## src/design/assert_macros.svh

```systemverilog
// assertion helpers for the rtl
`ifndef ASSERT_MACROS_SVH
`define ASSERT_MACROS_SVH

// checked only outside reset
`define ASSERT_SYNC(label, clk, rst, prop, msg) \
   label: assert property (@(posedge clk) disable iff (rst) prop) else $error(msg);

// checked at every edge, reset included
`define ASSERT_ALWAYS(label, clk, prop, msg) \
   label: assert property (@(posedge clk) prop) else $error(msg);

`endif

```

## src/design/dpwm_pkg.sv

```systemverilog
package dpwm_pkg;

   typedef enum logic [1:0] {
      CSR_MOTOR_DUTY   = 2'd0,
      CSR_FAN_DUTY     = 2'd1,
      CSR_FRAME_TICKS  = 2'd2,
      CSR_STEP_TICKS   = 2'd3
   } dpwm_csr_index_type;

   localparam int unsigned CSR_INDEX_W = 2;
   localparam int unsigned CSR_DATA_W  = 8;

   localparam logic [6:0] DUTY_MIN          = 7'd1;
   localparam logic [6:0] DUTY_MAX          = 7'd99;
   localparam logic [6:0] DUTY_RESET        = 7'd1;
   localparam logic [7:0] FRAME_TICKS_RESET = 8'd156;
   localparam logic [7:0] STEP_TICKS_RESET  = 8'd50;
   localparam logic [7:0] POS_RESET         = 8'd48;

   typedef struct packed {
      logic       action;
      logic [7:0] target_value;
   } dpwm_req_type;

   typedef struct packed {
      logic       motor_pin;
      logic       fan_pin;
      logic       servo_pin;
      logic [7:0] servo_position;
      logic       servo_ready;
   } dpwm_rsp_type;

   typedef struct packed {
      logic [6:0] motor_duty;
      logic [6:0] fan_duty;
      logic [7:0] frame_ticks;
      logic [7:0] step_ticks;
   } dpwm_cfg_type;

endpackage

```

## src/design/dpwm_csr.sv

```systemverilog
module dpwm_csr
   import dpwm_pkg::*;
(
   input  logic                   clock,
   input  logic                   reset,
   input  logic                   csr_wr_en,
   input  logic [CSR_INDEX_W-1:0] csr_index,
   input  logic [CSR_DATA_W-1:0]  csr_wdata,
   output dpwm_cfg_type           cfg
);

   dpwm_cfg_type cfg_ff;
   dpwm_cfg_type cfg_in;
   logic [6:0]   duty_raw;
   logic [6:0]   duty_clamped;

   always_comb begin
      duty_raw = csr_wdata[6:0];
      if (duty_raw < DUTY_MIN) begin
         duty_clamped = DUTY_MIN;
      end else if (duty_raw > DUTY_MAX) begin
         duty_clamped = DUTY_MAX;
      end else begin
         duty_clamped = duty_raw;
      end
   end

   always_comb begin
      cfg_in = cfg_ff;
      if (csr_wr_en) begin
         case (dpwm_csr_index_type'(csr_index))
            CSR_MOTOR_DUTY:  cfg_in.motor_duty  = duty_clamped;
            CSR_FAN_DUTY:    cfg_in.fan_duty    = duty_clamped;
            CSR_FRAME_TICKS: cfg_in.frame_ticks = csr_wdata;
            CSR_STEP_TICKS:  cfg_in.step_ticks  = csr_wdata;
            default:         cfg_in = cfg_ff;
         endcase
      end
   end

   always_ff @(posedge clock) begin
      if (reset) begin
         cfg_ff.motor_duty  <= DUTY_RESET;
         cfg_ff.fan_duty    <= DUTY_RESET;
         cfg_ff.frame_ticks <= FRAME_TICKS_RESET;
         cfg_ff.step_ticks  <= STEP_TICKS_RESET;
      end else begin
         cfg_ff <= cfg_in;
      end
   end

   assign cfg = cfg_ff;

endmodule

```

## src/design/dpwm_core.sv

```systemverilog
`include "assert_macros.svh"

module dpwm_core
   import dpwm_pkg::*;
#(
   parameter int unsigned PWM_TOP = 100
) (
   input  logic         clock,
   input  logic         reset,
   input  logic         fire,
   input  dpwm_req_type item,
   input  dpwm_cfg_type cfg,
   output dpwm_rsp_type result
);

   localparam logic [7:0] TOP = 8'(PWM_TOP);

   logic [6:0] motor_count_ff, motor_count_in;
   logic [6:0] fan_count_ff, fan_count_in;
   logic [7:0] frame_count_ff, frame_count_in;
   logic [7:0] step_count_ff, step_count_in;
   logic [7:0] pos_ff, pos_in;
   logic [7:0] goal_ff, goal_in;
   logic       motor_level_ff, motor_level_in;
   logic       fan_level_ff, fan_level_in;
   logic       servo_level_ff, servo_level_in;

   logic [7:0] motor_next;
   logic [7:0] fan_next;
   logic [8:0] frame_next;
   logic [8:0] step_next;

   always_comb begin
      motor_count_in = motor_count_ff;
      fan_count_in   = fan_count_ff;
      frame_count_in = frame_count_ff;
      step_count_in  = step_count_ff;
      pos_in         = pos_ff;
      goal_in        = goal_ff;
      motor_level_in = motor_level_ff;
      fan_level_in   = fan_level_ff;
      servo_level_in = servo_level_ff;

      motor_next = {1'b0, motor_count_ff} + 8'd1;
      fan_next   = {1'b0, fan_count_ff} + 8'd1;
      frame_next = {1'b0, frame_count_ff} + 9'd1;
      step_next  = {1'b0, step_count_ff} + 9'd1;

      if (fire && item.action) begin
         goal_in = item.target_value;
      end else if (fire) begin
         // low test first, restart wins on the same tick
         if (motor_next > {1'b0, cfg.motor_duty}) begin
            motor_level_in = 1'b0;
         end
         if (motor_next > TOP) begin
            motor_level_in = 1'b1;
            motor_next     = '0;
         end
         motor_count_in = motor_next[6:0];

         if (fan_next > {1'b0, cfg.fan_duty}) begin
            fan_level_in = 1'b0;
         end
         if (fan_next > TOP) begin
            fan_level_in = 1'b1;
            fan_next     = '0;
         end
         fan_count_in = fan_next[6:0];

         // servo compare sees the position from before the ramp move
         if (frame_next > {1'b0, pos_ff}) begin
            servo_level_in = 1'b0;
         end
         if (frame_next > {1'b0, cfg.frame_ticks}) begin
            servo_level_in = 1'b1;
            frame_next     = '0;
         end
         frame_count_in = frame_next[7:0];

         if (step_next > {1'b0, cfg.step_ticks}) begin
            step_next = '0;
            if (pos_ff > goal_ff) begin
               pos_in = pos_ff - 8'd1;
            end else if (pos_ff < goal_ff) begin
               pos_in = pos_ff + 8'd1;
            end
         end
         step_count_in = step_next[7:0];
      end
   end

   always_ff @(posedge clock) begin
      if (reset) begin
         motor_count_ff <= '0;
         fan_count_ff   <= '0;
         frame_count_ff <= '0;
         step_count_ff  <= '0;
         pos_ff         <= POS_RESET;
         goal_ff        <= '0;
         motor_level_ff <= 1'b0;
         fan_level_ff   <= 1'b0;
         servo_level_ff <= 1'b1;
      end else begin
         motor_count_ff <= motor_count_in;
         fan_count_ff   <= fan_count_in;
         frame_count_ff <= frame_count_in;
         step_count_ff  <= step_count_in;
         pos_ff         <= pos_in;
         goal_ff        <= goal_in;
         motor_level_ff <= motor_level_in;
         fan_level_ff   <= fan_level_in;
         servo_level_ff <= servo_level_in;
      end
   end

   always_comb begin
      result.motor_pin      = motor_level_in;
      result.fan_pin        = fan_level_in;
      result.servo_pin      = servo_level_in;
      result.servo_position = pos_in;
      result.servo_ready    = (pos_in == goal_in);
   end

   `ASSERT_ALWAYS(a_reset_counts, clock, reset |=> (motor_count_ff == '0 && frame_count_ff == '0), "counters not cleared by reset")
   `ASSERT_SYNC(a_idle_holds, clock, reset, !fire |=> ($stable(motor_count_ff) && $stable(step_count_ff) && $stable(pos_ff) && $stable(goal_ff)), "state moved without a transfer")
   `ASSERT_SYNC(a_target_no_tick, clock, reset, (fire && item.action) |=> ($stable(fan_count_ff) && $stable(frame_count_ff) && $stable(servo_level_ff)), "target load advanced the timers")
   `ASSERT_SYNC(a_ramp_one_unit, clock, reset, fire |=> (pos_ff == $past(pos_ff) || pos_ff == $past(pos_ff) + 8'd1 || pos_ff == $past(pos_ff) - 8'd1), "position moved more than one unit")

endmodule

```

## src/design/dual_pwm_and_ramped_servo_pulse_unit.sv

```systemverilog
// motor and fan pwm plus a slew limited servo pulse, one item per cycle while rsp is not stalled
//
// req channel: req_valid / req_stall / req_payload. action 0 is one timer
// tick, action 1 loads target_value as the new servo goal.
// rsp channel: rsp_valid / rsp_stall / rsp_payload, exactly one result per
// item in order: the three pin levels, the ramped position and a ready flag.
// csr port: csr_wr_en, csr_index, csr_wdata; write only while idle.
//
// an item is taken into the input register, passes the compare and increment
// stage and its result is written into the result register. throughput is one
// item per cycle while rsp is not stalled, set by the single compare and
// increment stage between the input register and the result register.
//
// reset (synchronous): duties 1, frame 156, step 50, position 48, goal 0,
// motor and fan low, servo high, all counters zero, both channels empty.
// when the receiver stalls the result register holds, the input register
// keeps one more item, and then req_stall rises until rsp moves again.
module dual_pwm_and_ramped_servo_pulse_unit
   import dpwm_pkg::*;
#(
   parameter int unsigned PWM_TOP = 100
) (
   input  logic                   clock,
   input  logic                   reset,
   input  logic                   req_valid,
   output logic                   req_stall,
   input  dpwm_req_type           req_payload,
   output logic                   rsp_valid,
   input  logic                   rsp_stall,
   output dpwm_rsp_type           rsp_payload,
   input  logic                   csr_wr_en,
   input  logic [CSR_INDEX_W-1:0] csr_index,
   input  logic [CSR_DATA_W-1:0]  csr_wdata
);

   logic         s1_valid_ff, s1_valid_in;
   dpwm_req_type s1_item_ff;
   logic         rsp_valid_ff, rsp_valid_in;
   dpwm_rsp_type rsp_payload_ff;
   dpwm_rsp_type core_result;
   dpwm_cfg_type cfg;
   logic         out_ready;
   logic         s1_ready;
   logic         fire;

   assign out_ready = !rsp_valid_ff || !rsp_stall;
   assign fire      = s1_valid_ff && out_ready;
   assign s1_ready  = !s1_valid_ff || out_ready;
   assign req_stall = !s1_ready;

   assign s1_valid_in  = s1_ready ? req_valid : s1_valid_ff;
   assign rsp_valid_in = out_ready ? s1_valid_ff : rsp_valid_ff;

   always_ff @(posedge clock) begin
      if (reset) begin
         s1_valid_ff  <= 1'b0;
         rsp_valid_ff <= 1'b0;
      end else begin
         s1_valid_ff  <= s1_valid_in;
         rsp_valid_ff <= rsp_valid_in;
      end
   end

   always_ff @(posedge clock) begin
      if (s1_ready) begin
         s1_item_ff <= req_payload;
      end
      if (fire) begin
         rsp_payload_ff <= core_result;
      end
   end

   dpwm_csr u_csr (
      .clock     (clock),
      .reset     (reset),
      .csr_wr_en (csr_wr_en),
      .csr_index (csr_index),
      .csr_wdata (csr_wdata),
      .cfg       (cfg)
   );

   dpwm_core #(
      .PWM_TOP (PWM_TOP)
   ) u_core (
      .clock  (clock),
      .reset  (reset),
      .fire   (fire),
      .item   (s1_item_ff),
      .cfg    (cfg),
      .result (core_result)
   );

   assign rsp_valid   = rsp_valid_ff;
   assign rsp_payload = rsp_payload_ff;

endmodule

```

## config.mk

```make
export PLATFORM = sky130hd
export DESIGN_NAME = dual_pwm_and_ramped_servo_pulse_unit
export DESIGN_NICKNAME = d
export VERILOG_FILES = /design/src/design/dpwm_pkg.sv /design/src/design/dpwm_csr.sv /design/src/design/dpwm_core.sv /design/src/design/dual_pwm_and_ramped_servo_pulse_unit.sv
export VERILOG_INCLUDE_DIRS = /design/src /design/src/design
export SDC_FILE = /design/constraint.sdc
export NUM_CORES = 1
export LEC_CHECK = 0
export ABC_AREA = 1
export BUFFER_PORTS_ARGS = -buffer_cell sky130_fd_sc_hd__buf_4
export CORE_AREA = 2 2 113 115
export CTS_BUF_LIST = sky130_fd_sc_hd__clkbuf_8
export DETAILED_ROUTE_END_ITERATION = 16
export DIE_AREA = 0 0 115 117
export PLACE_DENSITY_LB_ADDON = 0.25
export RECOVER_POWER = 25
export SLEW_MARGIN = 25
export SYNTH_ARGS = -nofsm -noshare
export SYNTH_HDL_FRONTEND = slang
export SYNTH_HIERARCHICAL = 1
export SYNTH_SLANG_ARGS = --single-unit
```

## constraint.sdc

```tcl
create_clock -name clock -period 3 [get_ports clock]
set_input_delay 0.3 -clock clock [delete_from_list [all_inputs] [get_ports clock]]
set_output_delay 0.3 -clock clock [all_outputs]
set_load 0.01 [all_outputs]
```

# Word level (Yosys, flattened, before mapping)
# Index checks and enable logic that the tools add are counted.
totals:
  register_bits: 102
  in_bits: 24
  output_inout_bits: 14
  elab_cells: 82
op_classes:
  add_sub_neg: 6
  magnitude_cmp: 11
  eq_ne: 4
  muxes: 24
  bitwise: 1
  reduce_logical: 14
op_table:
  columns: ["op", "n"]
  rows:
  - ["$mux 8", 8]
  - ["$mux 7", 4]
  - ["$gt 9x8->1", 3]
  - ["$add 8x1->9 const B", 2]
  - ["$add 7x1->8 const B", 2]
  - ["$gt 8x7->1", 2]
  - ["$gt 8x7->1 const B", 2]
  - ["$mux 1", 12]
  - ["$reduce_and 2->1", 5]
  - ["$add 8x1->8 const B", 1]
  - ["$eq 8x8->1", 1]
  - ["$gt 8x8->1", 1]
  - ["$lt 8x8->1", 1]
  - ["$sub 8x1->8 const B", 1]
  - ["$gt 7x7->1 const B", 1]
  - ["$lt 7x1->1 const B", 1]
  - ["$eq 2x2->1 const B", 2]
  - ["$logic_not 1->1", 4]
  - ["$eq 2x1->1 const B", 1]
  - ["$logic_and 1x1->1", 2]
  - ["$logic_not 2->1", 1]
  - ["$logic_or 1x1->1", 2]
  - ["$not 1->1", 1]

# Logic depth before layout (Yosys ltp)
depth:
  ltp_word: 7
  depth_mapped: 24
  ltp_nobuf: 23

# Hierarchy
# Netlist, hierarchy kept.
by_module_without_submodules:
  columns: ["module", "instances", "cells_per_inst", "area_each_um2", "seq_area_each_um2"]
  rows:
  - ["dpwm_core", 1, 638, 4169.0, 980.9]
  - ["dpwm_csr", 1, 145, 1113.6, 600.6]
  - ["dual_pwm_and_ramped_servo_pulse_unit", 1, 31, 714.4, 670.6]

# Worst setup path after synthesis
# No wires, ideal clock.
synth_timing:
  path_kind: "register -> register"
  startpoint: "reg u_core.step_count_ff[2]"
  endpoint: "reg rsp_payload_ff, in the netlist rsp_payload[0] (data pin)"
  setup_ps: 252
  arrival_time_ps: 2364
  t_required_ps: 2748
  slack_ps: 385
  path_stages_with_launch: 24
  path_buffers: 1
  synth_period_minus_slack_ps: 2615
  cell_sequence: "dfxtp_1 nand3_1 nor2_1 inv_1 nor2_1 nand2_1 xnor2_1 ha_1 inv_1 nor2_1 nand3_1 nor2_1 nor2_2 nand2_4 inv_4 buf_12 nand2_2 nand2_2 nand2_2 nand2_1 nand2_1 nor2_1 nand2_1 nor2_2"
synth_rtl:
  columns: ["element", "line_no", "source"]
  rows:
  - ["start: declaration", "dpwm_core.sv:21", "logic [7:0] step_count_ff, step_count_in;"]
  - ["start signal: assignment", "dpwm_core.sv:108", "step_count_ff <= step_count_in;"]
  - ["end signal: assignment", "dual_pwm_and_ramped_servo_pulse_unit.sv:69", "rsp_payload_ff <= core_result;"]
  - ["end: declaration", "dual_pwm_and_ramped_servo_pulse_unit.sv:39", "dpwm_rsp_type rsp_payload_ff;"]

==> results.md <==
* Fmax at 352.2 MHz
* Die Span Y at 117 um
* Final Power at 2.554 mW
* Area Overhead vs Synth at 10.01%
* Starting DRC count in detailed routing at 243
* Die width at 115 um
* Inserted Clock Buffers at 9
* Mean post-synth cell area at 7.367 sq um
* # IOs at 38
* EDFF count, synth at 21
* Hpwl dp at 9472 um
* Vias per cell at 5.015
* GR Util All Layers at 0.2000
* Root buffer cell: clkbuf_8
* Pwr dens at 387.1 nW/um^2
* Top Family by Delay on Critical Path: simple AND/OR/NAND/NOR gates
* Row cnt at 41
* Post-synth ARST share at 0
* Number of port buffers at 37
* Slowest-stage cell, CP: dfxtp_4
* Die area at 13,460 sq um
* Metal3 WL at 423 um
* Met2 wire length at 5804 um
* Clock latency on the worst-skew pair at 0.38 ns
* Critical Path Fanout Max at 12
* WP data required at 3.24 ns
* Worst setup SP type: flop
* Initial antenna violation count at 0
* Met1 WL at 6050 um
* TritonCTS clock tree: done
* Minimum clock period at 2.839 ns
* Finished Core Util at 0.5359
* Global-route wire length before repair at 21,640 um
* CP bufs+invs at 1
* Pins over their slew limit at 33
* Final GP Congestion at 0.8418
* Synth area leader: dfxtp_1
* Fin. Hold Viols at 0
* Final net count at 928
* CTS Buffer Depth at 2
* CP Capture Type: flop
* Mapped Nets at 892
* Setup violations, final at 0
* Number of global-route vias before repair at 4,683
* Final WL at 12,410 um
* Via count at 5,040
* Post-synthesis sequential element count at 102
* Core area at 12,310 sq um
* Register area share after synthesis at 0.3755
* CP max stage delay at 0.38 ns
* Outcome: finished, violations left
* Cell Area, Placed at 6406 sq um
* Max cap viols at 1
* Largest net degree at the start of global routing at 33
* Area share of the largest cell type after synthesis at 0.2704
* Final Cell Area at 6598 sq um
* CP Cell Sequence: ha_1, nand3_2, nor2_2, xor2_1, ha_1, nand2_1, nor2_2, nand3_1, nor2_2, nor2_2, nand2_4, inv_4, nand2_2, nand2_2, nand2_2, nand2_1, nand2_1, nor2_1, nand2_1, nor2_2
* Critical path's most frequent cell: nor2_2
* DRT antenna net count at 0
* Worst-path clk slew at 0.10 ns
* Slew headroom at -0.01529
* Drt first pass iters at 5
* Top_reg_cell synth: dfxtp_1
* H-tree levels at 3
* N_diodes at 0
* Most common cell in the netlist: nand2_1
* Share of layout cells above drive strength 1 at 0.1123
* Largest cells by area after synthesis: dfxtp_1 (27%), nand2_1 (12%), ha_1 (11%)
* Failing checks: max-capacitance violations, max-slew violations
* Top Layer Used: met4
* Worst-Margin Slew at 1.523 ns
* Mapped Cells at 814
* Starting density of the core at 0.4871
* Hold WC Path Type: in -> reg
* Clk_skew at 0.01562 ns
* Post-Syn Area at 5997 sq um
* Synth top cells by count: nand2_1 (191), inv_1 (123), dfxtp_1 (81), a21oi_1 (68), nand3_1 (67)
* Avg WL per Cell at 12.35 um
* CTS Sinks at 102
* Peak VDD IR at 0.3524 mV
* Arrival time worst endpoint at 3.08 ns
* Leak at 3.200 nW
* WS Path Type: reg -> reg
* Tcrit/Tclk final at 0.9463
* DRC viols at 0
* Cell variety after synth at 37
* Synthesis Warnings at 6
* Total grt overflow at 0
## worst paths after layout
check | from | to | slack (ns) | cells after the start
setup / recovery | u_core/step_count_ff[0] | rsp_payload[0] | 0.16 | 20
hold / removal | req_payload[8] | s1_item_ff[8] | 0.11 | 1
setup reg to reg | u_core/step_count_ff[0] | rsp_payload[0] | 0.16 | 20
hold reg to reg | u_core/fan_level_ff | u_core/fan_level_ff | 0.47 | 2
## worst register-to-register path, stage by stage (launching register included)
cell	delay, ns
dfxtp_4	0.38
ha_1	0.20
nand3_2	0.13
nor2_2	0.13
xor2_1	0.21
ha_1	0.28
nand2_1	0.09
nor2_2	0.05
nand3_1	0.10
nor2_2	0.07
nor2_2	0.18
nand2_4	0.09
inv_4	0.13
nand2_2	0.07
nand2_2	0.08
nand2_2	0.06
nand2_1	0.05
nand2_1	0.05
nor2_1	0.17
nand2_1	0.10
nor2_2	0.08
## cell type report
cell class                      instances  area (sq um)
Fill cell                            1201          5714
Multi-Input combinational cell        564          3167
Sequential cell                       102          2262
Inverter                              127         479.2
Timing Repair Buffer                   46         334.1
Tap cell                              150         187.7
Clock buffer                            9         123.9
Clock inverter                          7         43.79
## kinds of logic after synthesis
kind of cell | Yosys count | share of synthesized area
compound gates | 118 | 0.1062
xor+xnor | 23 | 0.03359
fa+ha+maj | 54 | 0.1127
buf+inv | 148 | 0.09931
flops | 102 | 0.3755
simple gates | 369 | 0.2727
## layout by cell type (no fill, tap or decap), drive strengths merged, types with 7 or more instances in the layout
master,count
inv,127
ha,54
xnor2,9
clkbuf,21
o21ai,33
a21oi,69
nand4,7
nor2,64
buf,34
edfxtp,21
dfxtp,81
nand3,71
nand2,204
nand3b,13
xor2,14
## state kept, by name (all words and copies together), names as in the netlist, 7 cells and up
signal / count
rsp_payload: 12
s1_item_ff: 9
u_core/fan_count_ff: 7
u_core/frame_count_ff: 8
u_core/goal_ff: 8
u_core/motor_count_ff: 7
u_core/pos_ff: 8
u_core/step_count_ff: 8
u_csr/cfg: 30
## power by group
| group | switching, mW | leakage, nW | internal [mW] |
|---|---|---|---|
| Sequential | 0.0245 | 0.863 | 1.44 |
| Combinational | 0.195 | 2.25 | 0.124 |
| Clock | 0.473 | 0.0901 | 0.297 |
## repair_timing
action,CTS,global route
hold buffers,0,0
setup endpoints to repair,0,1
endpoints found under the hold margin,0,0
buffers inserted,0,1
gates resized for setup,0,12
## through the flow
step,cells,TNS [ns],hold slack [ns],setup WS [ns]
after floorplan,814,0,0.3624,0.3846
after global placement,988,0,0.4420,0.1439
after detailed placement,988,0,0.4481,0.06308
after CTS,1004,0,0.06251,0.02918
after global routing,1005,-0.07123,0.07838,-0.07123
final,1005,0,0.1070,0.1611
## routing by layer
| metal | track usage | up-vias |
|---|---|---|
| met5 | 0 | - |
| li1 | - | 2697 |
| met2 | 0.3518 | 55 |
| met4 | 0.04016 | 0 |
| met3 | 0.04634 | 9 |
| met1 | 0.2530 | 2279 |
Power figures use the tool's default switching activity.
